[config.mk]
export PLATFORM = sky130hd
export DESIGN_NAME = mov_instruction_byte_decoder_core
export DESIGN_NICKNAME = d
export VERILOG_FILES = /design/src/hdl/mibd_pkg.sv /design/src/hdl/mibd_in_reg.sv /design/src/hdl/mibd_decode.sv /design/src/hdl/mibd_out_reg.sv /design/src/hdl/mov_instruction_byte_decoder_core.sv
export SDC_FILE = /design/constraint.sdc
export NUM_CORES = 1
export LEC_CHECK = 0
export ABC_CLOCK_PERIOD_IN_PS = 7400
export BUFFER_PORTS_ARGS = -buffer_cell sky130_fd_sc_hd__clkbuf_2
export CORE_MARGIN = 2
export CORE_UTILIZATION = 45
export CTS_CLUSTER_DIAMETER = 50
export DETAILED_ROUTE_END_ITERATION = 8
export PLACE_DENSITY = 0.66
export REMOVE_ABC_BUFFERS = 1
export SETUP_SLACK_MARGIN = 0.05
export SLEW_MARGIN = 20
export SYNTH_ARGS = -nofsm -noshare
export SYNTH_HDL_FRONTEND = slang
export SYNTH_HIERARCHICAL = 1
export SYNTH_SLANG_ARGS = --single-unit
[constraint.sdc]
create_clock -name clk_i -period 7.4 [get_ports clk_i]
set_clock_uncertainty 0.1 [all_clocks]
set_input_delay 1.48 -clock clk_i [delete_from_list [all_inputs] [get_ports clk_i]]
set_output_delay 1.48 -clock clk_i [all_outputs]
set_load 0.03 [all_outputs]
[src/hdl/mibd_pkg.sv]
// Package for the MOV instruction byte decoder: decode phase type, opcode
// constants and the decoded record struct shared by the decode, result register, core and checker modules.
// No dependencies.
`default_nettype none

package mibd_pkg;

  // Decode phase: which byte of the instruction is expected next
  typedef enum logic [2:0] {
    PH_OPCODE,
    PH_IMM_LO,
    PH_IMM_HI,
    PH_MODRM,
    PH_DISP_LO,
    PH_DISP_HI
  } mibd_phase_e;

  // Opcode patterns
  localparam logic [5:0] OPC_RM_MOV  = 6'b100010;  // 100010dw
  localparam logic [3:0] OPC_IMM_MOV = 4'b1011;    // 1011wrrr
  localparam logic [2:0] RM_DIRECT   = 3'b110;

  // mod field codes
  localparam logic [1:0] MOD_MEM    = 2'b00;
  localparam logic [1:0] MOD_DISP8  = 2'b01;
  localparam logic [1:0] MOD_DISP16 = 2'b10;
  localparam logic [1:0] MOD_REG    = 2'b11;

  // form codes
  localparam logic FORM_RM  = 1'b0;
  localparam logic FORM_IMM = 1'b1;

  // One decoded result record
  typedef struct packed {
    logic        error;
    logic [15:0] error_offset;
    logic        form;
    logic        wide;
    logic        direction;
    logic [1:0]  mode;
    logic [2:0]  reg_field;
    logic [2:0]  rm_field;
    logic        direct_address;
    logic [15:0] displacement;
    logic [15:0] immediate;
  } mibd_rec_t;

endpackage

`default_nettype wire

[src/hdl/mibd_in_reg.sv]
// Input register of the MOV byte decoder: holds one code byte until the
// decode stage takes it. Depends on nothing.
`default_nettype none

module mibd_in_reg (
  input  wire logic       clk_i,
  input  wire logic       rst_ni,
  input  wire logic       in_valid_i,
  output logic            in_ready_o,
  input  wire logic [7:0] code_byte_i,
  input  wire logic       take_i,
  output logic            valid_o,
  output logic [7:0]      byte_o
);

  logic       valid_q;
  logic [7:0] byte_q;

  // Free when empty or when the held byte leaves this cycle
  assign in_ready_o = !valid_q || take_i;

  always_ff @(posedge clk_i or negedge rst_ni) begin
    if (!rst_ni) begin
      valid_q <= 1'b0;
    end else if (in_ready_o) begin
      valid_q <= in_valid_i;
    end
  end

  // Payload, no reset needed
  always_ff @(posedge clk_i) begin
    if (in_ready_o && in_valid_i) begin
      byte_q <= code_byte_i;
    end
  end

  assign valid_o = valid_q;
  assign byte_o  = byte_q;

endmodule

`default_nettype wire

[src/hdl/mibd_decode.sv]
// Decode stage of the MOV byte decoder: phase state machine, saved opcode,
// mod/reg/rm and low-byte registers, byte counter and record build.
// Depends on mibd_pkg.
`default_nettype none

module mibd_decode
  import mibd_pkg::*;
(
  input  wire logic       clk_i,
  input  wire logic       rst_ni,
  input  wire logic       step_i,
  input  wire logic [7:0] byte_i,
  output logic            emit_o,
  output mibd_rec_t       rec_o
);

  mibd_phase_e phase_q, phase_d;
  logic [5:0]  opc_q;
  logic [7:0]  modrm_q;
  logic [7:0]  lo_q;
  logic [15:0] count_q, count_d;

  logic is_imm_opc, is_rm_opc, byte_needs_disp;

  function automatic mibd_rec_t mk_imm(logic [5:0] opc, logic [15:0] value);
    mibd_rec_t r;
    r           = '0;
    r.form      = FORM_IMM;
    r.wide      = opc[3];
    r.reg_field = opc[2:0];
    r.immediate = value;
    return r;
  endfunction

  function automatic mibd_rec_t mk_rm(logic [5:0] opc, logic [7:0] modrm,
                                      logic [15:0] disp);
    mibd_rec_t r;
    r                = '0;
    r.form           = FORM_RM;
    r.wide           = opc[0];
    r.direction      = opc[1];
    r.mode           = modrm[7:6];
    r.reg_field      = modrm[5:3];
    r.rm_field       = modrm[2:0];
    r.direct_address = (modrm[7:6] == MOD_MEM) && (modrm[2:0] == RM_DIRECT);
    r.displacement   = disp;
    return r;
  endfunction

  assign is_imm_opc = (byte_i[7:4] == OPC_IMM_MOV);
  assign is_rm_opc  = (byte_i[7:2] == OPC_RM_MOV);
  assign byte_needs_disp = (byte_i[7:6] == MOD_DISP8) || (byte_i[7:6] == MOD_DISP16) ||
                           ((byte_i[7:6] == MOD_MEM) && (byte_i[2:0] == RM_DIRECT));
  assign count_d = count_q + 16'd1;

  // Next phase
  always_comb begin
    phase_d = PH_OPCODE;
    unique case (phase_q)
      PH_IMM_LO: begin
        if (opc_q[3]) phase_d = PH_IMM_HI;
      end
      PH_MODRM: begin
        if (byte_needs_disp) phase_d = PH_DISP_LO;
      end
      PH_DISP_LO: begin
        if (modrm_q[7:6] != MOD_DISP8) phase_d = PH_DISP_HI;
      end
      PH_IMM_HI, PH_DISP_HI: begin
        phase_d = PH_OPCODE;
      end
      PH_OPCODE: begin
        if (is_imm_opc) begin
          phase_d = PH_IMM_LO;
        end else if (is_rm_opc) begin
          phase_d = PH_MODRM;
        end
      end
      default: begin
        phase_d = PH_OPCODE;
      end
    endcase
  end

  // Record and emit flag
  always_comb begin
    emit_o = 1'b0;
    rec_o  = '0;
    unique case (phase_q)
      PH_IMM_LO: begin
        if (!opc_q[3]) begin
          emit_o = 1'b1;
          rec_o  = mk_imm(opc_q, {8'h00, byte_i});
        end
      end
      PH_IMM_HI: begin
        emit_o = 1'b1;
        rec_o  = mk_imm(opc_q, {byte_i, lo_q});
      end
      PH_MODRM: begin
        if (!byte_needs_disp) begin
          emit_o = 1'b1;
          rec_o  = mk_rm(opc_q, byte_i, 16'h0000);
        end
      end
      PH_DISP_LO: begin
        if (modrm_q[7:6] == MOD_DISP8) begin
          emit_o = 1'b1;
          rec_o  = mk_rm(opc_q, modrm_q, {{8{byte_i[7]}}, byte_i});
        end
      end
      PH_DISP_HI: begin
        emit_o = 1'b1;
        rec_o  = mk_rm(opc_q, modrm_q, {byte_i, lo_q});
      end
      PH_OPCODE: begin
        if (!is_imm_opc && !is_rm_opc) begin
          emit_o             = 1'b1;
          rec_o.error        = 1'b1;
          rec_o.error_offset = count_d;
        end
      end
      default: begin
        emit_o = 1'b0;
      end
    endcase
  end

  // State update on each consumed byte
  always_ff @(posedge clk_i or negedge rst_ni) begin
    if (!rst_ni) begin
      phase_q <= PH_OPCODE;
      opc_q   <= '0;
      modrm_q <= '0;
      lo_q    <= '0;
      count_q <= '0;
    end else if (step_i) begin
      phase_q <= phase_d;
      count_q <= count_d;
      if ((phase_q == PH_OPCODE) && (is_imm_opc || is_rm_opc)) opc_q <= byte_i[5:0];
      if (phase_q == PH_MODRM) modrm_q <= byte_i;
      if ((phase_q == PH_IMM_LO) || (phase_q == PH_DISP_LO)) lo_q <= byte_i;
    end
  end

endmodule

`default_nettype wire

[src/hdl/mibd_out_reg.sv]
// Result register of the MOV byte decoder: holds one decoded record until
// the downstream side takes it. Depends on mibd_pkg.
`default_nettype none

module mibd_out_reg
  import mibd_pkg::*;
(
  input  wire logic      clk_i,
  input  wire logic      rst_ni,
  input  wire logic      load_i,
  input  wire mibd_rec_t rec_i,
  output logic           can_load_o,
  output logic           out_valid_o,
  input  wire logic      out_ready_i,
  output mibd_rec_t      rec_o
);

  logic      valid_q;
  mibd_rec_t rec_q;

  // Room when empty or when the held record transfers this cycle
  assign can_load_o = !valid_q || out_ready_i;

  always_ff @(posedge clk_i or negedge rst_ni) begin
    if (!rst_ni) begin
      valid_q <= 1'b0;
    end else if (can_load_o) begin
      valid_q <= load_i;
    end
  end

  always_ff @(posedge clk_i) begin
    if (can_load_o && load_i) begin
      rec_q <= rec_i;
    end
  end

  assign out_valid_o = valid_q;
  assign rec_o       = rec_q;

endmodule

`default_nettype wire

[src/hdl/mov_instruction_byte_decoder_core.sv]
// MOV instruction byte decoder. Takes one 8086 code byte per transfer and
// emits one record when a MOV immediate-to-register or register/memory MOV
// is complete, or an error record for an unknown opcode. Throughput is one
// byte per clock; a byte passes the input register, the decode logic and
// the result register, so a record is offered once its last byte has left
// the input register. Bytes stall only while a record waits unaccepted in
// the result register. Depends on mibd_pkg, mibd_in_reg, mibd_decode,
// mibd_out_reg.
`default_nettype none

module mov_instruction_byte_decoder_core
  import mibd_pkg::*;
(
  input  wire logic        clk_i,
  input  wire logic        rst_ni,
  input  wire logic        in_valid_i,
  output logic             in_ready_o,
  input  wire logic [7:0]  code_byte_i,
  output logic             out_valid_o,
  input  wire logic        out_ready_i,
  output logic             error_o,
  output logic [15:0]      error_offset_o,
  output logic             form_o,
  output logic             wide_o,
  output logic             direction_o,
  output logic [1:0]       mode_o,
  output logic [2:0]       reg_field_o,
  output logic [2:0]       rm_field_o,
  output logic             direct_address_o,
  output logic [15:0]      displacement_o,
  output logic [15:0]      immediate_o
);

  logic      byte_valid;
  logic [7:0] byte_q;
  logic      can_load;
  logic      step;
  logic      emit;
  mibd_rec_t dec_rec;
  mibd_rec_t out_rec;

  // A byte is consumed whenever the result register could take its record
  assign step = byte_valid && can_load;

  mibd_in_reg u_in_reg (
    .clk_i       (clk_i),
    .rst_ni      (rst_ni),
    .in_valid_i  (in_valid_i),
    .in_ready_o  (in_ready_o),
    .code_byte_i (code_byte_i),
    .take_i      (step),
    .valid_o     (byte_valid),
    .byte_o      (byte_q)
  );

  mibd_decode u_decode (
    .clk_i  (clk_i),
    .rst_ni (rst_ni),
    .step_i (step),
    .byte_i (byte_q),
    .emit_o (emit),
    .rec_o  (dec_rec)
  );

  mibd_out_reg u_out_reg (
    .clk_i       (clk_i),
    .rst_ni      (rst_ni),
    .load_i      (step && emit),
    .rec_i       (dec_rec),
    .can_load_o  (can_load),
    .out_valid_o (out_valid_o),
    .out_ready_i (out_ready_i),
    .rec_o       (out_rec)
  );

  assign error_o          = out_rec.error;
  assign error_offset_o   = out_rec.error_offset;
  assign form_o           = out_rec.form;
  assign wide_o           = out_rec.wide;
  assign direction_o      = out_rec.direction;
  assign mode_o           = out_rec.mode;
  assign reg_field_o      = out_rec.reg_field;
  assign rm_field_o       = out_rec.rm_field;
  assign direct_address_o = out_rec.direct_address;
  assign displacement_o   = out_rec.displacement;
  assign immediate_o      = out_rec.immediate;

endmodule

`default_nettype wire

==> results of run 1 <==
-- how the worst max path moves through the flow --
stage                startpoint    endpoint  cells past startpoint
floorplan           out_ready_i  in_ready_o                      3
global placement    out_ready_i  in_ready_o                      5
detailed placement  out_ready_i  in_ready_o                      5
CTS                 out_ready_i  in_ready_o                      5
global route        out_ready_i  in_ready_o                      5
finish              out_ready_i  in_ready_o                      5
-- per-stage QoR --
| step | area, µm² | total power [W] | setup slack [ns] |
|---|---|---|---|
| finish | 5500 | 0.00200 | 3.21 |
| global route | 5500 | 0.00212 | 3.09 |
| CTS | 5500 | 0.00202 | 3.21 |
| detailed placement | 5330 | 0.00171 | 3.21 |
| global placement | 5330 | 0.00169 | 3.24 |
| floorplan | 4780 | 0.00150 | 3.61 |
-- layer usage --
metal  wire length [µm]  vias up  track usage (%)  part of all wire [%]
met5                  0        -                0                     0
met4                116        0             5.95                   1.2
met3                493        9             3.80                   5.2
met2               4410       79             25.9                    47
met1               4420     1527             25.1                    47
li1                   -     1515                -                     -
-- state kept, by name (all words and copies together) (netlist names) --
signal                 flops
u_decode/count_q          16
u_decode/lo_q              8
u_decode/modrm_q           8
u_decode/opc_q             4
u_decode/phase_q           3
u_in_reg/byte_o            8
u_in_reg/valid_o           1
u_out_reg/out_valid_o      1
u_out_reg/rec_o           61
-- power by group through the flow --
stage	clock network, W	logic, W	registers (W)
global placement	0	0.000677	0.00101
CTS	0.000326	0.000689	0.00101
floorplan	0	0.000270	0.00123
global route	0.000348	0.000740	0.00103
finish	0.000316	0.000681	0.00101
detailed placement	0	0.000687	0.00102
-- critical path, delay by kind of cell --
kind	cells	cell delay [ns]
buf+inv	2	0.27
simple gates	3	0.86
-- cells in the final DEF (no fill, tap or decap), types with 2 or more instances in the layout --
| master | count |
|---|---|
| and2_4 | 2 |
| nor4_1 | 5 |
| inv_1 | 8 |
| mux2_2 | 17 |
| o21ai_0 | 8 |
| clkbuf_8 | 9 |
| a22oi_1 | 9 |
| xor2_1 | 6 |
| nand2b_4 | 2 |
| clkbuf_2 | 73 |
| a21oi_1 | 2 |
| and3_1 | 6 |
| nor3_1 | 10 |
| clkinv_2 | 3 |
| nor3_2 | 2 |
| nor2b_1 | 3 |
| edfxtp_1 | 69 |
| nor2_1 | 34 |
| or3_1 | 2 |
| o22ai_1 | 2 |
| xnor2_1 | 22 |
| nand2b_1 | 5 |
| or2_2 | 2 |
| a22o_1 | 12 |
| dfrtp_1 | 41 |
| a32oi_1 | 2 |
| nand2_1 | 42 |
| clkinvlp_4 | 2 |
| and2_1 | 9 |
| nand4_1 | 6 |
| ha_1 | 5 |
| nand3_1 | 14 |
-- kinds of logic (layout without fill, tap and decap cells) --
logic type / after synthesis / in the layout / share of synthesized area [%]
AND/OR/NAND/NOR: 151 / 151 / 16.0
flip-flops: 110 / 110 / 63.5
AO/OA/AOI/OAI: 46 / 46 / 7.51
buffers and inverters: 30 / 100 / 2.74
XOR/XNOR: 28 / 28 / 5.03
multiplexers: 17 / 17 / 3.92
adder cells (fa/ha/maj): 5 / 5 / 1.28
-- area by class of cell --
| type | count | area, µm² |
|---|---|---|
| Fill cell | 969 | 5190 |
| Sequential cell | 110 | 3100 |
| Multi-Input combinational cell | 247 | 1650 |
| Timing Repair Buffer | 75 | 378 |
| Tap cell | 140 | 175 |
| Clock buffer | 10 | 128 |
| Clock inverter | 6 | 38.8 |
| Inverter | 9 | 33.8 |
==> impl_results.md, run 1 <==
- First-pass detailed-route iteration total: 5
- Final WL: 9450 µm
- R2R cell count: 6
- IO buf count: 74
- Drt via density: 5.24
- Ant diodes: 0
- CP peak stage delay: 0.49 ns
- Area of the die: 11,700 µm²
- Initial antenna violation count: 0
- Critical path cell sequence: clkbuf_2, nand2b_4, and2_1, nand2b_4, clkbuf_2
- Pwr/cell area: 364 nW/µm²
- Vias: 3,130
- Hold_sp: u_decode/lo_q[6]$_DFFE_PN0P_
- Share of cells above drive strength 1: 26.3%
- Crit. End Element: primary output
- Post-synth EDFFs: 69
- Slew @ Worst Pin: 0.948 ns
- Synth warnings: 6
- H-tree levels: 3
- Async S/R FF share, synth: 37.3%
- Hold-critical path depth: 2
- CP max-delay cell: and2_1
- Clock Sink Count: 110
- Routed wire per std cell: 15.8 µm
- Setup bufs post-CTS: 0
- Net Sw Frac: 40.0%
- Core box area: 10,700 µm²
- Post-layout util: 51.5%
- Post-synth top area share: 42.5%
- Starting Density: 45.6%
- Die width: 108 µm
- WS Path Type: input pin to primary output
- Area grow syn2layout: 12.8%
- Status: completed
- Fmax: 0.239 GHz
- Worst Path Arrival: 2.61 ns
- Register area share after synthesis: 63.5%
- Antenna viol nets, final: 0
- HP Class: flop to flop
- Worst ir drop on vdd: 247 µV
- Placed insts: 581
- Final nets: 469
- Worst R2R Setup Slack: 3.83 ns
- Crit path time final: 4.19 ns
- Setup TNS Final: 0 ns
- Fin. max-slew vios: 0
- Max_slew headroom: 36.8%
- Post-layout instance count excluding filler cells: 597
- Routability Congestion: 0.858
- Cell Int Power: 0.00120 W
- Reg clk slew, reported paths: 0.09 ns
- Cell Rows: 38
- Synth unique cells: 51
- Clock power frac: 15.8%
- Grt total ovfl: 0
- RR Endpoint: u_out_reg/rec_o[17]$_DFFE_PP_
- Final worst-path cycle share: 56.6%
- Ys flop type: edfxtp_1
- First-pass GRT wire length: 15,500 µm
- Required @ worst endpoint: 5.82 ns
- Synth area leader: edfxtp_1
- Sequential power share: 50.2%
- Vias in the first global route: 3,000
- CP startpoint kind: input pin
- R2r startpoint: u_decode/phase_q[0]$_DFFE_PN0P_
- Post-Syn Instances: 387
- Final setup fails: 0
- Hold slack: 0.413 ns
- Hold Vio Cnt, Final: 0
- Synth area leaders: edfxtp_1, dfrtp_1, xnor2_1
- Hold-fix buffer count after cts: 0
- Number of synthesized register bits: 110
- Clk Tree Root Cell: clkbuf_8
- Tot GR Track Use: 17.3%
- Mapped Area: 4880 µm²
- Top cells by instance count after synthesis: edfxtp_1, nand2_1, dfrtp_1, nor2_1, xnor2_1
- DRC violation count after routing: 0
- Pleak: 2.23 nW
- I/O pin count: 75
- Comb pwr share: 34.0%
- Post_cts resized: 0
- Largest fanout on the critical path: 15
- CTS Buf Count: 9
- Dpl hpwl: 6560 µm
- Net Sw Power: 0.000801 W
- Clock Path Buffers: 2
- Hold Path End: u_decode/lo_q[6]$_DFFE_PN0P_
- Syn Area/Cell: 12.6 µm²
- RSZ-0062 raised after global routing: false
- Most common cell in the netlist: edfxtp_1
- Skew-Pair Late Insertion Delay: 0.37 ns
- DIE HEIGHT: 108 µm
- TritonCTS clock tree: built
- Maxcap violations: 0
- Largest net degree at the start of global routing: 62
- DRT iter0 DRCs: 180
(Power assumes the default switching activity.)
==> run 2: changes to the inputs <==
Settings changed: ABC_CLOCK_PERIOD_IN_PS 7400 to 3900.
Clock period 7.4 ns to 3.9 ns, I/O delays scaled along.
==> impl_results.md, run 2 (synthesized netlist as in run 1, its figures left out) <==
- CP startpoint kind: flop (was input pin)
- Crit. End Element: flop (was primary output)
- Antenna viol nets, final: 0 (unchanged)
- DRC violation count after routing: 0 (unchanged)
- Share of cells above drive strength 1: 26.6% (was 26.3%)
- Hold Vio Cnt, Final: 0 (unchanged)
- Top Metal Used: met4 (unchanged)
- Setup TNS Final: 0 ns (unchanged)
- First-pass GRT wire length: 15,600 µm (was 15,500 µm)
- Worst Setup SP: u_decode/phase_q[2]$_DFFE_PN0P_ (was out_ready_i)
- Worst R2R Setup Slack: 1.00 ns (was 3.83 ns)
- Dpl hpwl: 6700 µm (was 6560 µm)
- Routed wire per std cell: 16.2 µm (was 15.8 µm)
- Largest fanout on the critical path: 61 (was 15)
- Routed met1 length: 4610 µm (was 4420 µm)
- Clock Sink Count: 110 (unchanged)
- Dpl ws: 1.11 ns (was 3.21 ns)
- Cell area after layout: 5570 µm² (was 5500 µm²)
- Drt via density: 5.28 (was 5.24)
- Worst Path Arrival: 2.85 ns (was 2.61 ns)
- Final WS setup: 1.00 ns (was 3.21 ns)
- Fmax: 0.345 GHz
- Max_slew headroom: 23.2% (was 36.8%)
- Pwr/cell area: 701 nW/µm² (was 364 nW/µm²)
- Slew @ Worst Pin: 1.15 ns (was 0.948 ns)
- Multi-input gate area: 1650 µm² (about the same)
- Vias: 3,180 (was 3,130)
- Worst ir drop on vdd: 372 µV (was 247 µV)
- H-tree levels: 3 (unchanged)
- Final setup fails: 0 (unchanged)
- Register area: 3100 µm² (unchanged)
- Required @ worst endpoint: 3.86 ns (was 5.82 ns)
- First-pass detailed-route iteration total: 7 (was 5)
- Final worst-path cycle share: 74.3%
- WS Path Type: flop to flop (was input pin to primary output)
- Maxcap violations: 0 (unchanged)
- Initial antenna violation count: 0 (unchanged)
- Die width: 108 µm (unchanged)
- R2R cell count: 7 (was 6)
- Tot GR Track Use: 17.8% (was 17.3%)
- IO buf count: 74 (unchanged)
- Crit path time final: 2.90 ns
- Largest net degree at the start of global routing: 62 (unchanged)
- I/O pin count: 75 (unchanged)
- Reg clk slew, reported paths: 0.10 ns (was 0.09 ns)
- Core box area: 10,700 µm² (unchanged)
- Max reg flops: 61 (unchanged)
- Hold_sp: u_decode/count_q[15]$_DFFE_PN0P_ (was u_decode/lo_q[6]$_DFFE_PN0P_)
- Vias in the first global route: 3,001 (was 3,000)
- Post_cts resized: 0 (unchanged)
- Met3 wire length: 481 µm (was 493 µm)
- Routability Congestion: 0.893 (was 0.858)
- TritonCTS clock tree: built (unchanged)
- Metal2 WL: 4410 µm (about the same)
- Post-layout instance count excluding filler cells: 602 (was 597)
- Area of the die: 11,700 µm² (unchanged)
- Worst setup path endpoint: u_out_reg/rec_o[37]$_DFFE_PP_ (was in_ready_o)
- RR Endpoint: u_out_reg/rec_o[37]$_DFFE_PP_ (was u_out_reg/rec_o[17]$_DFFE_PP_)
- Placed insts: 586 (was 581)
- Post-layout util: 52.1% (was 51.5%)
- Hold-fix buffer count after cts: 0 (unchanged)
- Filler cells: 987 (was 969)
- Starting Density: 45.6% (unchanged)
- Post-DP Area: 5380 µm² (was 5330 µm²)
- Setup bufs post-CTS: 0 (unchanged)
- Area grow syn2layout: 14.2% (was 12.8%)
- DRT iter0 DRCs: 245 (was 180)
- Grt total ovfl: 0 (unchanged)
- Clock Path Buffers: 2 (unchanged)
- RSZ-0062 raised after global routing: false (unchanged)
- Commonest cells after routing, fill and taps aside: clkbuf_2, edfxtp_1, nand2_1 (unchanged)
- CTS Buf Count: 9 (unchanged)
- Clk Tree Root Cell: clkbuf_8 (unchanged)
- Pleak: 2.27 nW (was 2.23 nW)
- DIE HEIGHT: 108 µm (unchanged)
- Final nets: 474 (was 469)
- HP Class: flop to flop (unchanged)
- Fin. max-slew vios: 0 (unchanged)
- R2r startpoint: u_decode/phase_q[2]$_DFFE_PN0P_ (was u_decode/phase_q[0]$_DFFE_PN0P_)
- Status: completed (unchanged)
- Most common cell after layout, fill and taps aside: clkbuf_2 (unchanged)
- Skew-Pair Late Insertion Delay: 0.38 ns (was 0.37 ns)
- Ant diodes: 0 (unchanged)
- Final WL: 9750 µm (was 9450 µm)
- Cell Rows: 38 (unchanged)
==> run 2: metrics by stage <==
stage / power (W) / hold slack, ns
2_1_floorplan: 0.00284 / 0.345
3_3_place_gp: 0.00325 / 0.362
3_5_place_dp: 0.00328 / 0.369
4_1_cts: 0.00395 / 0.382
5_1_grt: 0.00413 / 0.403
6_report: 0.00391 / 0.386
==> run 2: worst min path at each step <==
stage,cells after the start,end,slack (ns)
after floorplan,1,u_decode/count_q[15]$_DFFE_PN0P_,0.35
after global placement,1,u_decode/count_q[15]$_DFFE_PN0P_,0.36
after detailed placement,1,u_decode/count_q[15]$_DFFE_PN0P_,0.37
after CTS,1,u_decode/count_q[15]$_DFFE_PN0P_,0.38
after global routing,1,u_decode/count_q[15]$_DFFE_PN0P_,0.40
final,1,u_decode/count_q[15]$_DFFE_PN0P_,0.39
==> run 2: routing by layer <==
metal,up-vias,track usage (%)
met5,-,0
met4,0,7.97
met3,16,3.38
met2,101,25.7
met1,1530,26.2
li1,1533,-
==> run 2: worst max-delay path: stages (launching register included) <==
cell and delay, ns:
dfrtp_1 0.67, nor2b_1 0.29, a21boi_0 0.45, nor2_1 0.14, a31oi_1 0.23, and3_1 0.21
and2_4 0.15, buf_12 0.25
==> run 2: area by class of cell <==
| type | instances | share of cell area (%) |
|---|---|---|
| well taps | 140 | 3.14 |
| multi-input cells | 247 | 29.6 |
| clock inverters | 5 | 1.08 |
| clock buffers | 11 | 2.36 |
| flip-flops and latches | 110 | 55.6 |
| repair buffers | 80 | 7.68 |
| inverters | 9 | 0.606 |
==> run 2: report_power, final <==
group / internal, W / switching (W) / total, W
registers: 0.00167 / 0.000234 / 0.00191
clock network: 0.000300 / 0.000371 / 0.000671
logic: 0.000406 / 0.000922 / 0.00133
total: 0.00238 / 0.00153 / 0.00391
==> run 3: changes to the inputs <==
Settings changed: ABC_CLOCK_PERIOD_IN_PS 3900 to 2360, PLACE_DENSITY 0.66 to 0.68.
Clock period 3.9 ns to 2.36 ns, I/O delays scaled along.
==> impl_results.md, run 3 (synthesized netlist as in run 1, its figures left out) <==
- First-pass GRT wire length: 16,400 µm (was 15,600 µm)
- Final Total Pwr: 0.00683 W (was 0.00391 W)
- Routed wire per std cell: 16.5 µm (was 16.2 µm)
- Hold Vio Cnt, Final: 0 (unchanged)
- Ant diodes: 0 (unchanged)
- Pleak: 2.49 nW (was 2.27 nW)
- First-pass detailed-route iteration total: 5 (was 7)
- CP startpoint kind: flop (unchanged)
- DRC violation count after routing: 0 (unchanged)
- Post-DP Area: 5640 µm² (was 5380 µm²)
- RR Endpoint: u_out_reg/rec_o[44]$_DFFE_PP_ (was u_out_reg/rec_o[37]$_DFFE_PP_)
- Vias: 3,395 (was 3,180)
- Initial antenna violation count: 0 (unchanged)
- Die width: 108 µm (unchanged)
- Maxcap violations: 0 (unchanged)
- TritonCTS clock tree: built (unchanged)
- DRT iter0 DRCs: 271 (was 245)
- Post-layout instance count excluding filler cells: 641 (was 602)
- I/O pin count: 75 (unchanged)
- Largest net degree at the start of global routing: 24 (was 62)
- Placed insts: 615 (was 586)
- Area grow syn2layout: 23.2% (was 14.2%)
- WS Path Type: flop to flop (unchanged)
- RSZ-0062 raised after global routing: true (was false)
- R2R cell count: 7 (unchanged)
- Max reg flops: 61 (unchanged)
- Reg clk slew, reported paths: 0.11 ns (was 0.10 ns)
- CTS Buf Count: 9 (unchanged)
- Dpl hpwl: 7400 µm (was 6700 µm)
- Setup TNS Final: 0 ns (unchanged)
- Final nets: 513 (was 474)
- Area of the die: 11,700 µm² (unchanged)
- Worst Path Arrival: 2.26 ns (was 2.85 ns)
- Largest fanout on the critical path: 10 (was 61)
- Antenna viol nets, final: 0 (unchanged)
- Dpl ws: 0.0762 ns (was 1.11 ns)
- Final WS setup: 0.0899 ns (was 1.00 ns)
- Hold Path End: u_in_reg/byte_o[3]$_DFFE_PP_ (was u_decode/count_q[15]$_DFFE_PN0P_)
- Worst R2R Setup Slack: 0.09 ns (was 1.00 ns)
- Commonest cells after routing, fill and taps aside: clkbuf_2, edfxtp_1, nand2_1 (unchanged)
- Crit path time final: 2.27 ns (was 2.90 ns)
- Max_slew headroom: 63.2% (was 23.2%)
- IO buf count: 74 (unchanged)
- Routability Congestion: 0.933 (was 0.893)
- H-tree levels: 3 (unchanged)
- Cell area after layout: 6010 µm² (was 5570 µm²)
- R2r startpoint: u_decode/phase_q[2]$_DFFE_PN0P_ (unchanged)
- Final worst-path cycle share: 96.2% (was 74.3%)
- Cell Rows: 38 (unchanged)
- Slew @ Worst Pin: 0.549 ns (was 1.15 ns)
- Starting Density: 45.6% (unchanged)
- Pwr/cell area: 1140 nW/µm² (was 701 nW/µm²)
- Final setup fails: 0 (unchanged)
- Clk Tree Root Cell: clkbuf_8 (unchanged)
- Skew-Pair Late Insertion Delay: 0.38 ns (about the same)
- Multi-input gate area: 1700 µm² (was 1650 µm²)
- Crit. End Element: flop (unchanged)
- Worst Setup SP: u_decode/phase_q[2]$_DFFE_PN0P_ (unchanged)
- Vias in the first global route: 3,268 (was 3,001)
- Hold-critical path depth: 1 (unchanged)
- Status: completed (unchanged)
- Filler cells: 896 (was 987)
- Most common cell after layout, fill and taps aside: clkbuf_2 (unchanged)
- DIE HEIGHT: 108 µm (unchanged)
- Final WL: 10,600 µm (was 9750 µm)
- Clock Path Buffers: 2 (unchanged)
- Worst ir drop on vdd: 453 µV (was 372 µV)
- Clock Sink Count: 110 (unchanged)
- Fmax: 0.441 GHz (was 0.345 GHz)
- Grt total ovfl: 0 (unchanged)
- Share of cells above drive strength 1: 35.5% (was 26.6%)
- Register area: 3100 µm² (about the same)
- HP Class: input pin to flop (was flop to flop)
- Fin. max-slew vios: 0 (unchanged)
- Hold_sp: code_byte_i[3] (was u_decode/count_q[15]$_DFFE_PN0P_)
- Required @ worst endpoint: 2.35 ns (was 3.86 ns)
- Drt via density: 5.30 (was 5.28)
- Core box area: 10,700 µm² (unchanged)
- Tot GR Track Use: 18.4% (was 17.8%)
## run 3: timing repair
action	in CTS	in global routing
hold buffers	1	0
setup endpoints to repair	5	66
gates resized for setup	1	16
pin swaps	0	2
buffers inserted	0	6
cloned	0	3
hold endpoints to repair	19	0
## run 3: critical path, cell delays in order, from the launching register on
cell	delay, ns
dfrtp_2	0.46
or3b_4	0.43
nor2_4	0.10
nor2_1	0.06
a31oi_1	0.17
and3_1	0.20
and2_4	0.27
clkbuf_16	0.20
## run 3: where the power goes
group | leakage, nW | internal (W) | switching, W
Sequential | 1.20 | 0.00276 | 0.000328
Clock | 0.0956 | 0.000430 | 0.000651
Combinational | 1.20 | 0.000948 | 0.00171
## run 3: cell type report
class | instances | share of cell area (%)
clock buffer | 10 | 2.29
sequential | 110 | 51.6
timing repair buffer | 119 | 13.5
clock inverter | 6 | 0.833
inverter | 9 | 0.562
tap | 140 | 2.91
multi-input combinational | 247 | 28.3
## run 3: metrics by stage
stage / hold WS (ns) / utilization (%)
finish: 0.161 / 56.2
global route: 0.148 / 56.2
CTS: 0.141 / 54.6
detailed placement: 0.382 / 52.7
global placement: 0.384 / 52.7
floorplan: 0.0764 / -
## run 3: worst max-delay path by stage
stage                     cells past startpoint                             to  slack, ns
after global routing                          9  u_out_reg/rec_o[44]$_DFFE_PP_       0.02
after global placement                        7  u_out_reg/rec_o[38]$_DFFE_PP_       0.14
after CTS                                     7  u_out_reg/rec_o[40]$_DFFE_PP_       0.11
after detailed placement                      9  u_out_reg/rec_o[50]$_DFFE_PP_       0.08
final                                         7  u_out_reg/rec_o[44]$_DFFE_PP_       0.09
after floorplan                               6   u_out_reg/rec_o[0]$_DFFE_PP_      -0.39
## run 3: routing by layer
layer	vias to the layer above	GRT usage (%)	part of all wire, %
met5	-	0	0
met4	0	10.1	2.9
met3	28	3.44	6.4
met2	126	27.5	46
met1	1631	25.5	44
li1	1610	-	-
